### config.mk
export PLATFORM = sky130hd
export DESIGN_NAME = stun_message_attribute_parser_flat
export DESIGN_NICKNAME = d
export VERILOG_FILES = /design/src/hdl/stun_pkg.sv /design/src/hdl/stun_byte_if.sv /design/src/hdl/stun_result_if.sv /design/src/hdl/stun_message_attribute_parser.sv /design/src/flat_wrapper.sv
export VERILOG_INCLUDE_DIRS = /design/src /design/src/hdl
export SDC_FILE = /design/constraint.sdc
export NUM_CORES = 1
export LEC_CHECK = 0
export BUFFER_PORTS_ARGS = -buffer_cell sky130_fd_sc_hd__buf_4
export CAP_MARGIN = 20
export CORE_MARGIN = 1
export CORE_UTILIZATION = 60
export DETAILED_ROUTE_END_ITERATION = 12
export GPL_ROUTABILITY_DRIVEN = 1
export PLACE_DENSITY = 0.78
export RECOVER_POWER = 50
export SYNTH_ARGS = -nofsm -noshare
export SYNTH_HDL_FRONTEND = slang
export SYNTH_SLANG_ARGS = --single-unit
### constraint.sdc
create_clock -name clk -period 6.6 [get_ports clk]
set_input_delay 0.33 -clock clk [delete_from_list [all_inputs] [get_ports clk]]
set_output_delay 0.33 -clock clk [all_outputs]
set_load 0.02 [all_outputs]
### src/hdl/stun_message_attribute_parser_defines.svh
// Assertion macros shared by the parser RTL.
`ifndef STUN_MESSAGE_ATTRIBUTE_PARSER_DEFINES_SVH
`define STUN_MESSAGE_ATTRIBUTE_PARSER_DEFINES_SVH

`ifndef SYNTHESIS

// Property must hold at every clock edge outside reset.
`define STUN_ASSERT(label, clk, rst_n, prop, msg) \
	label: assert property (@(posedge clk) disable iff (!rst_n) prop) else $error(msg);

// Condition must never be true at a clock edge outside reset.
`define STUN_ASSERT_NEVER(label, clk, rst_n, cond, msg) \
	label: assert property (@(posedge clk) disable iff (!rst_n) !(cond)) else $error(msg);

`else

`define STUN_ASSERT(label, clk, rst_n, prop, msg)
`define STUN_ASSERT_NEVER(label, clk, rst_n, cond, msg)

`endif

`endif

### src/hdl/stun_pkg.sv
package stun_pkg;

	localparam logic [16:0] HDR_BYTES = 17'd20;
	localparam logic [16:0] TXID_START = 17'd8;

	localparam logic [15:0] ATTR_USERNAME = 16'h0006;
	localparam logic [15:0] ATTR_USE_CAND = 16'h0025;
	localparam logic [15:0] ATTR_CONTROLLED = 16'h8029;
	localparam logic [15:0] ATTR_CONTROLLING = 16'h802A;

	localparam logic [7:0] COLON_CHAR = 8'h3A;

	localparam logic [1:0] KIND_TXID = 2'd0;
	localparam logic [1:0] KIND_USER = 2'd1;
	localparam logic [1:0] KIND_SUMMARY = 2'd2;

	localparam logic [1:0] ST_OK = 2'd0;
	localparam logic [1:0] ST_SHORT = 2'd1;
	localparam logic [1:0] ST_MISMATCH = 2'd2;
	localparam logic [1:0] ST_OVERRUN = 2'd3;

	typedef struct packed {
		logic [1:0]  kind;
		logic [7:0]  out_byte;
		logic        after_colon;
		logic [15:0] message_kind;
		logic [1:0]  status;
		logic        use_candidate;
		logic        ice_controlled;
		logic        ice_controlling;
		logic        colon_seen;
	} result_t;

endpackage

### src/hdl/stun_byte_if.sv
interface stun_byte_if;
	logic        valid;
	logic        ready;
	logic [7:0]  data_byte;
	logic        first_byte;
	logic        last_byte;
	logic [16:0] packet_length;

	modport source (
		output valid, data_byte, first_byte, last_byte, packet_length,
		input  ready
	);
	modport sink (
		input  valid, data_byte, first_byte, last_byte, packet_length,
		output ready
	);
endinterface

### src/hdl/stun_result_if.sv
interface stun_result_if;
	logic        valid;
	logic        ready;
	logic [1:0]  kind;
	logic [7:0]  out_byte;
	logic        after_colon;
	logic [15:0] message_kind;
	logic [1:0]  status;
	logic        use_candidate;
	logic        ice_controlled;
	logic        ice_controlling;
	logic        colon_seen;

	modport source (
		output valid, kind, out_byte, after_colon, message_kind, status,
		       use_candidate, ice_controlled, ice_controlling, colon_seen,
		input  ready
	);
	modport sink (
		input  valid, kind, out_byte, after_colon, message_kind, status,
		       use_candidate, ice_controlled, ice_controlling, colon_seen,
		output ready
	);
endinterface

### src/hdl/stun_message_attribute_parser.sv
// A result is registered in the pair stage with its byte transfer on pkt, then moves into the
//   output register when that is empty or being drained, and is presented on res from there.
// Throughput: one byte per cycle while the pair stage drains; a last byte that also yields a data
//   byte puts two results into the pair stage, which drain through the single output register.
// Reset (arst_n low, asynchronous): no packet open, parse state cleared, both result
//   stages empty; bytes without first_byte are dropped until a packet opens.
`include "stun_message_attribute_parser_defines.svh"

module stun_message_attribute_parser (
	input logic          clk,
	input logic          arst_n,
	stun_byte_if.sink    pkt,
	stun_result_if.source res
);
	import stun_pkg::*;

	typedef enum logic [2:0] {
		PH_HEADER,
		PH_ATTR_HDR,
		PH_VALUE,
		PH_PAD,
		PH_SKIP
	} phase_t;

	typedef struct packed {
		logic use_cand;
		logic ctld;
		logic ctlg;
		logic colon;
		logic open;
	} flags_t;

	// Parse state
	logic [16:0] pos_q, exp_q;
	phase_t      phase_q;
	logic [15:0] htype_q, hlen_q, atype_q, arem_q;
	logic [1:0]  pad_q;
	flags_t      flags_q;
	logic [1:0]  err_q;

	// State as seen by the incoming byte (after a packet restart)
	logic [16:0] b_pos, b_exp;
	phase_t      b_phase;
	logic [15:0] b_htype, b_hlen, b_atype, b_arem;
	logic [1:0]  b_pad;
	flags_t      b_flags;
	logic [1:0]  b_err;

	// Next state
	logic [16:0] nx_pos;
	phase_t      nx_phase;
	logic [15:0] nx_htype, nx_hlen, nx_atype, nx_arem;
	logic [1:0]  nx_pad;
	flags_t      nx_flags;
	logic [1:0]  nx_err;

	logic [15:0] rem_word;
	logic [16:0] bytes_left;
	logic        short_pkt;

	// Results of the current byte: a data byte and a summary
	logic        dat_v, sum_v;
	result_t     dat, sum;

	// Pair stage and output register
	logic        dat_s1_v, sum_s1_v;
	result_t     dat_s1, sum_s1;
	logic        out_v_q;
	result_t     out_q;

	logic        acc, out_free;

	assign short_pkt = pkt.packet_length < HDR_BYTES;
	assign rem_word = {b_arem[7:0], pkt.data_byte};
	assign bytes_left = b_exp - b_pos;

	// Restart the parse on a first byte, else continue from the registers
	always_comb begin
		if (pkt.first_byte) begin
			b_pos = '0;
			b_exp = pkt.packet_length;
			b_phase = short_pkt ? PH_SKIP : PH_HEADER;
			b_htype = '0;
			b_hlen = '0;
			b_atype = '0;
			b_arem = '0;
			b_pad = '0;
			b_flags = '{use_cand: 1'b0, ctld: 1'b0, ctlg: 1'b0, colon: 1'b0, open: 1'b1};
			b_err = short_pkt ? ST_SHORT : ST_OK;
		end else begin
			b_pos = pos_q;
			b_exp = exp_q;
			b_phase = phase_q;
			b_htype = htype_q;
			b_hlen = hlen_q;
			b_atype = atype_q;
			b_arem = arem_q;
			b_pad = pad_q;
			b_flags = flags_q;
			b_err = err_q;
		end
	end

	// Byte handling
	always_comb begin
		nx_pos = b_pos;
		nx_phase = b_phase;
		nx_htype = b_htype;
		nx_hlen = b_hlen;
		nx_atype = b_atype;
		nx_arem = b_arem;
		nx_pad = b_pad;
		nx_flags = b_flags;
		nx_err = b_err;
		dat_v = 1'b0;
		dat = '0;
		sum_v = 1'b0;
		sum = '0;

		if (b_flags.open && b_pos < b_exp) begin
			nx_pos = b_pos + 17'd1;
			unique case (b_phase)
				PH_HEADER: begin
					if (b_pos < 17'd2) begin
						nx_htype = {b_htype[7:0], pkt.data_byte};
					end else if (b_pos < 17'd4) begin
						nx_hlen = {b_hlen[7:0], pkt.data_byte};
					end
					if (b_pos == 17'd3 && b_exp != HDR_BYTES + {1'b0, nx_hlen}) begin
						nx_err = ST_MISMATCH;
					end
					// Transaction id occupies header bytes 8 through 19
					if (b_pos >= TXID_START) begin
						dat_v = 1'b1;
						dat.kind = KIND_TXID;
						dat.out_byte = pkt.data_byte;
					end
					if (b_pos == HDR_BYTES - 17'd1) begin
						nx_phase = (nx_err != ST_OK) ? PH_SKIP : PH_ATTR_HDR;
					end
				end
				PH_ATTR_HDR: begin
					// Attributes start on a 4-byte boundary, so the low position bits index
					// the attribute header byte; drop a tail under 4 bytes
					if (b_pos[1:0] == 2'd0 && bytes_left < 17'd4) begin
						nx_phase = PH_SKIP;
					end else begin
						if (!b_pos[1]) begin
							nx_atype = {b_atype[7:0], pkt.data_byte};
						end else begin
							nx_arem = rem_word;
						end
						if (b_pos[1:0] == 2'd3) begin
							if (bytes_left - 17'd1 < {1'b0, rem_word}) begin
								nx_err = ST_OVERRUN;
								nx_phase = PH_SKIP;
							end else begin
								case (b_atype)
									ATTR_USERNAME:    nx_flags.colon = 1'b0;
									ATTR_USE_CAND:    nx_flags.use_cand = 1'b1;
									ATTR_CONTROLLED:  nx_flags.ctld = 1'b1;
									ATTR_CONTROLLING: nx_flags.ctlg = 1'b1;
									default:          ;
								endcase
								nx_pad = 2'd0 - rem_word[1:0];
								if (rem_word == 16'd0) begin
									nx_phase = (nx_pad != 2'd0) ? PH_PAD : PH_ATTR_HDR;
								end else begin
									nx_phase = PH_VALUE;
								end
							end
						end
					end
				end
				PH_VALUE: begin
					if (b_atype == ATTR_USERNAME) begin
						dat_v = 1'b1;
						dat.kind = KIND_USER;
						dat.out_byte = pkt.data_byte;
						dat.after_colon = b_flags.colon;
						if (pkt.data_byte == COLON_CHAR) begin
							nx_flags.colon = 1'b1;
						end
					end
					nx_arem = b_arem - 16'd1;
					if (nx_arem == 16'd0) begin
						nx_phase = (b_pad != 2'd0) ? PH_PAD : PH_ATTR_HDR;
					end
				end
				PH_PAD: begin
					nx_pad = b_pad - 2'd1;
					if (nx_pad == 2'd0) begin
						nx_phase = PH_ATTR_HDR;
					end
				end
				PH_SKIP: ;
				default: ;
			endcase
		end

		// Close the packet and report on its last byte
		if (b_flags.open && pkt.last_byte) begin
			sum_v = 1'b1;
			sum.kind = KIND_SUMMARY;
			sum.message_kind = nx_htype;
			sum.status = nx_err;
			sum.use_candidate = nx_flags.use_cand;
			sum.ice_controlled = nx_flags.ctld;
			sum.ice_controlling = nx_flags.ctlg;
			sum.colon_seen = nx_flags.colon;
			nx_flags.open = 1'b0;
		end
	end

	// Output register takes a result whenever it is empty or being drained
	assign out_free = !out_v_q || res.ready;
	// Take a byte only if the pair stage is empty after this cycle
	assign pkt.ready = (!dat_s1_v && !sum_s1_v) || (out_free && (dat_s1_v ^ sum_s1_v));
	assign acc = pkt.valid && pkt.ready;

	always_ff @(posedge clk or negedge arst_n) begin
		if (!arst_n) begin
			pos_q <= '0;
			exp_q <= '0;
			phase_q <= PH_HEADER;
			htype_q <= '0;
			hlen_q <= '0;
			atype_q <= '0;
			arem_q <= '0;
			pad_q <= '0;
			flags_q <= '0;
			err_q <= ST_OK;
			dat_s1_v <= 1'b0;
			sum_s1_v <= 1'b0;
			out_v_q <= 1'b0;
		end else begin
			// Advance the pair stage into the output register, data byte first
			if (out_free) begin
				out_v_q <= dat_s1_v || sum_s1_v;
				if (dat_s1_v) begin
					dat_s1_v <= 1'b0;
				end else begin
					sum_s1_v <= 1'b0;
				end
			end
			if (acc) begin
				pos_q <= nx_pos;
				exp_q <= b_exp;
				phase_q <= nx_phase;
				htype_q <= nx_htype;
				hlen_q <= nx_hlen;
				atype_q <= nx_atype;
				arem_q <= nx_arem;
				pad_q <= nx_pad;
				flags_q <= nx_flags;
				err_q <= nx_err;
				dat_s1_v <= dat_v;
				sum_s1_v <= sum_v;
			end
		end
	end

	// Payload registers
	always_ff @(posedge clk) begin
		if (acc) begin
			dat_s1 <= dat;
			sum_s1 <= sum;
		end
		if (out_free) begin
			out_q <= dat_s1_v ? dat_s1 : sum_s1;
		end
	end

	assign res.valid = out_v_q;
	assign res.kind = out_q.kind;
	assign res.out_byte = out_q.out_byte;
	assign res.after_colon = out_q.after_colon;
	assign res.message_kind = out_q.message_kind;
	assign res.status = out_q.status;
	assign res.use_candidate = out_q.use_candidate;
	assign res.ice_controlled = out_q.ice_controlled;
	assign res.ice_controlling = out_q.ice_controlling;
	assign res.colon_seen = out_q.colon_seen;

	`STUN_ASSERT(a_summary_on_last, clk, arst_n, pkt.valid && pkt.ready && pkt.last_byte && (pkt.first_byte || flags_q.open) |=> sum_s1_v, "last byte of an open packet left no summary")
	`STUN_ASSERT_NEVER(a_pad_nonzero, clk, arst_n, phase_q == PH_PAD && pad_q == 2'd0, "padding phase with no padding left")
	`STUN_ASSERT_NEVER(a_pos_bound, clk, arst_n, flags_q.open && pos_q > exp_q, "byte position ran past packet length")
	`STUN_ASSERT_NEVER(a_data_kind, clk, arst_n, dat_s1_v && dat_s1.kind == KIND_SUMMARY, "summary held in data byte slot")

endmodule
### src/flat_wrapper.sv
// flat-port wrapper written by rule: the top's interface ports become plain ports
module stun_message_attribute_parser_flat import stun_pkg::*;
  (clk, arst_n, pkt_valid, pkt_data_byte, pkt_first_byte, pkt_last_byte, pkt_packet_length, pkt_ready, res_valid, res_kind, res_out_byte, res_after_colon, res_message_kind, res_status, res_use_candidate, res_ice_controlled, res_ice_controlling, res_colon_seen, res_ready);
  stun_byte_if pkt_i ();
  stun_result_if res_i ();
  input logic clk;
  input logic arst_n;
  input wire logic [$bits(pkt_i.valid)-1:0] pkt_valid;
  input wire logic [$bits(pkt_i.data_byte)-1:0] pkt_data_byte;
  input wire logic [$bits(pkt_i.first_byte)-1:0] pkt_first_byte;
  input wire logic [$bits(pkt_i.last_byte)-1:0] pkt_last_byte;
  input wire logic [$bits(pkt_i.packet_length)-1:0] pkt_packet_length;
  output wire logic [$bits(pkt_i.ready)-1:0] pkt_ready;
  output wire logic [$bits(res_i.valid)-1:0] res_valid;
  output wire logic [$bits(res_i.kind)-1:0] res_kind;
  output wire logic [$bits(res_i.out_byte)-1:0] res_out_byte;
  output wire logic [$bits(res_i.after_colon)-1:0] res_after_colon;
  output wire logic [$bits(res_i.message_kind)-1:0] res_message_kind;
  output wire logic [$bits(res_i.status)-1:0] res_status;
  output wire logic [$bits(res_i.use_candidate)-1:0] res_use_candidate;
  output wire logic [$bits(res_i.ice_controlled)-1:0] res_ice_controlled;
  output wire logic [$bits(res_i.ice_controlling)-1:0] res_ice_controlling;
  output wire logic [$bits(res_i.colon_seen)-1:0] res_colon_seen;
  input wire logic [$bits(res_i.ready)-1:0] res_ready;
  assign pkt_i.valid = pkt_valid;
  assign pkt_i.data_byte = pkt_data_byte;
  assign pkt_i.first_byte = pkt_first_byte;
  assign pkt_i.last_byte = pkt_last_byte;
  assign pkt_i.packet_length = pkt_packet_length;
  assign pkt_ready = pkt_i.ready;
  assign res_valid = res_i.valid;
  assign res_kind = res_i.kind;
  assign res_out_byte = res_i.out_byte;
  assign res_after_colon = res_i.after_colon;
  assign res_message_kind = res_i.message_kind;
  assign res_status = res_i.status;
  assign res_use_candidate = res_i.use_candidate;
  assign res_ice_controlled = res_i.ice_controlled;
  assign res_ice_controlling = res_i.ice_controlling;
  assign res_colon_seen = res_i.colon_seen;
  assign res_i.ready = res_ready;
  stun_message_attribute_parser u_core (.clk(clk), .arst_n(arst_n), .pkt(pkt_i), .res(res_i));
endmodule
==> run summary <==
* **result of the run** finished, violations left
* **failing checks** max-capacitance violations, max-slew violations
* **share of the core filled with cells in the final layout** 68.2%
* **Post-layout nets** 1511
* **max-slew violation count** 154
* **count of boundary I/O pins** 66
* **most frequent cell on the critical path** nor2_1
* **total congestion overflow** 0
* **Root Buffer Master** clkbuf_16
* **total negative slack** 0 ns
* **cell breakdown of the critical path** inv_1 -> nor2_1 -> inv_1 -> ha_1 -> and3b_1 -> o221ai_1 -> o31ai_1 -> a2111oi_0 -> nor3_1 -> or3b_2 -> nor2_1 -> xor2_1 -> ha_1 -> nand2_1 -> nor2_1 -> nand2_1 -> o211a_1 -> a21oi_1 -> a211oi_1 -> nor3b_2 -> a31oi_1 -> and2_1
* **wire length of the first global-routing pass** 58.5 mm
* **clock tree from TritonCTS** done
* **hold violation count in the final report** 0
* **Crit Path Class** flip-flop to flip-flop
* **Setup crit end kind** flip-flop
* **Area Overhead vs Synth** 9.96%
* **count of flip-flops with a built-in enable after synthesis** 66
* **flip-flop cell with the highest count after synthesis** dfrtp_1
* **# DRC** 0
* **clock transition at the registers of the reported paths** 0.08 ns
* **Site Rows** 51
* **estimated wirelength of the detail-placed design** 25.5 mm
* **largest area contributor in the netlist** dfrtp_1
* **routed wire length** 36.3 mm
* **top cells by area, synth** dfrtp_1, edfxtp_1, nand2_1
* **width of the die** 145 um
* **total of buffers placed on input and output ports** 65
* **post-synth top area share** 23.0%
* **Distinct cells, synth** 87
* **first-pass iteration count of the detailed router** 5
* **normalized max-slew margin** -164%
* **Worst Tran Pin Value** 3.96 ns
* **min-delay worst type** primary input to flip-flop
* **number of register bits inferred by synthesis** 179
* **part of the Yosys area used for sequential elements** 39.2%
* **Post-Route Skew** 0.0139 ns
* **Required @ worst endpoint** 6.80 ns
* **remaining number of nets flagged by the antenna check after routing** 0
* **number of H-tree levels** 4
* **pwr dens** 315 mW/mm^2
* **area enclosed by the die boundary** 0.0210 mm^2
* **worst-case clock buffer depth** 2
* **count of mapped cells out of synthesis** 1406
* **max-cap viol count** 3
* **total global-route track usage** 35.0%
* **cell area after synthesis** 0.0123 mm^2
* **cell leakage power** 5.37 nW
* **max frequency** 167 MHz
* **post-layout min period** 5.98 ns
* **fraction of final layout cells sized beyond drive strength 1** 9.03%
* **total nets after synthesis** 1480
* **number of buffers created by CTS** 17
* **Worst IR Drop VDD** 0.214 mV
* **DRC violation total after the first TritonRoute iteration** 1441
* **Via-to-Cell Ratio** 6.67
* **slowest stage delay, CP** 0.83 ns
* **routability congestion estimate from global placement** 0.969
* **initial standard-cell utilization of the core** 62.1%
* **via count of the first global-routing pass** 10800
* **final-layout worst hold slack** 0.0870 ns
* **kind of cell with the highest combined delay on the critical path** simple AND/OR/NAND/NOR gates
* **Clk Latency, worst-skew pair** 0.44 ns
* **overall via count from detail_route** 11400
* **yosys synthesis warning count** 0
* **mean cell area of the mapped netlist** 8.73 um^2
* **Core Area** 0.0198 mm^2
* **final period utilization** 90.6%
* **RSZ-0062 raised after global routing** no
* **diode insertion count for antenna repair** 0
* **startpoint type of the worst setup path** flip-flop
* **ys async rst share** 63.1%
* **Max stage delay cell, worst path** o31ai_1
* **number of gates given a new drive strength after cts** 0
* **die height** 145 um
* **final-report setup violation count** 0
* **number of fillers in the final layout** 1618
* **number of buffers added to fix hold violations after cts** 0
* **antenna violations before repair** 0
* **Worst EP arrival** 6.18 ns
* **count of buffering cells on the critical path with inverters included** 2
* **CP max FO** 8
* **average wire per standard cell** 21.2 um
* **maximum number of pins on one net before global-route repair** 71
* **clk sinks** 179
* **buffers inserted by post-CTS timing repair** 0
## report_power, final
part / total (W) / internal (W) / switching [W] / leakage, nW
Sequential: 0.00152 / 0.00138 / 0.000137 / 2.20
Combinational: 0.00168 / 0.000597 / 0.00108 / 2.87
Clock: 0.00105 / 0.000524 / 0.000528 / 0.298
Total: 0.00425 / 0.00250 / 0.00175 / 5.37
## Yosys cell counts, drive strengths merged, types with 6 or more instances
cell type / count
or3: 6
clkbuf: 68
nor2b: 38
edfxtp: 66
dfrtp: 113
and2: 37
xor2: 19
nand4: 16
nor2: 94
o22ai: 10
o21ai: 85
o21a: 7
mux2: 12
a221o: 10
xnor2: 33
nand2: 194
or3b: 6
a32oi: 6
inv: 42
nand2b: 17
ha: 42
a22o: 31
buf: 19
nor3: 35
nor4: 27
o211ai: 13
nand3: 48
a22oi: 13
a211oi: 8
mux2i: 16
nor3b: 8
or4: 15
o31ai: 10
a21boi: 13
a21oi: 79
a21o: 14
and3: 18
a31oi: 21
## flip-flops by register name, indices dropped and copies added (netlist names), 10 cells and up
name                     count
u_core.exp_q                17
u_core.res.message_kind     16
u_core.sum_s1               23
u_core.htype_q              16
u_core.pos_q                17
u_core.dat_s1               10
u_core.atype_q              16
u_core.arem_q               16
u_core.hlen_q               16
## metal layers
metal / routed length, um / vias to the layer above / GRT usage (%)
met3: 3910 / 109 / 8.65
met4: 1290 / 0 / 14.2
met5: 0 / - / 0
met2: 16200 / 663 / 53.0
met1: 14900 / 5406 / 48.1
li1: - / 5265 / -
## cells in the final DEF (no fill, tap or decap), types with 17 or more instances in the layout
| cell | n |
|---|---|
| a21oi_1 | 79 |
| a22o_1 | 31 |
| a31oi_1 | 21 |
| and2_1 | 33 |
| and3_1 | 18 |
| buf_4 | 60 |
| clkbuf_1 | 38 |
| clkbuf_16 | 17 |
| dfrtp_1 | 113 |
| edfxtp_1 | 66 |
| ha_1 | 42 |
| inv_1 | 40 |
| nand2_1 | 193 |
| nand3_1 | 48 |
| nor2_1 | 93 |
| nor2b_1 | 38 |
| nor3_1 | 34 |
| nor4_1 | 25 |
| o21ai_0 | 80 |
| xnor2_1 | 33 |
| xor2_1 | 19 |
## area by class of cell
| class | instances | area, um^2 | share of cell area (%) |
|---|---|---|---|
| timing repair buffer | 99 | 604 | 4.48 |
| multi-input combinational | 1098 | 6970 | 51.7 |
| clock buffer | 17 | 425 | 3.15 |
| inverter | 42 | 158 | 1.17 |
| clock inverter | 15 | 198 | 1.46 |
| tap | 265 | 332 | 2.46 |
| sequential | 179 | 4810 | 35.6 |
## path summary, 6_finish.rpt
check / from / endpoint / slack, ns / cells past startpoint
min: pkt_last_byte / u_core.flags_q[0] / 0.09 / 2
max in group asynchronous: arst_n / u_core.atype_q[0] / 1.59 / 2
min in group asynchronous: arst_n / u_core.pos_q[11] / 1.25 / 1
min reg2reg: u_core.exp_q[1] / u_core.exp_q[1] / 0.48 / 2
max: u_core.pos_q[1] / u_core.sum_s1[0] / 0.62 / 22
max reg2reg: u_core.pos_q[1] / u_core.sum_s1[0] / 0.62 / 22
## stage by stage
stage	instances	area [um^2]	total power (W)	setup slack, ns
finish	1715	13500	0.00425	0.619
global route	1715	13500	0.00448	0.226
global placement	1682	13000	0.00319	0.672
detailed placement	1683	13000	0.00322	0.396
CTS	1715	13600	0.00428	0.715
floorplan	1406	12300	0.00269	0.0952
## logic make-up (layout without fill, tap and decap cells)
group                      count (synthesis)  after routing  synth area share, %
AOI/OAI and AO/OA                        383            383                 21.2
xor gates and xnor gates                  54             54                 4.08
adders and majority gates                 43             43                 4.44
buffers and inverters                    129            173                 4.07
DFF                                      179            179                 39.2
muxes                                     28             28                 2.41
and+or+nand+nor                          590            590                 24.6
Power figures use the tool's default switching activity.
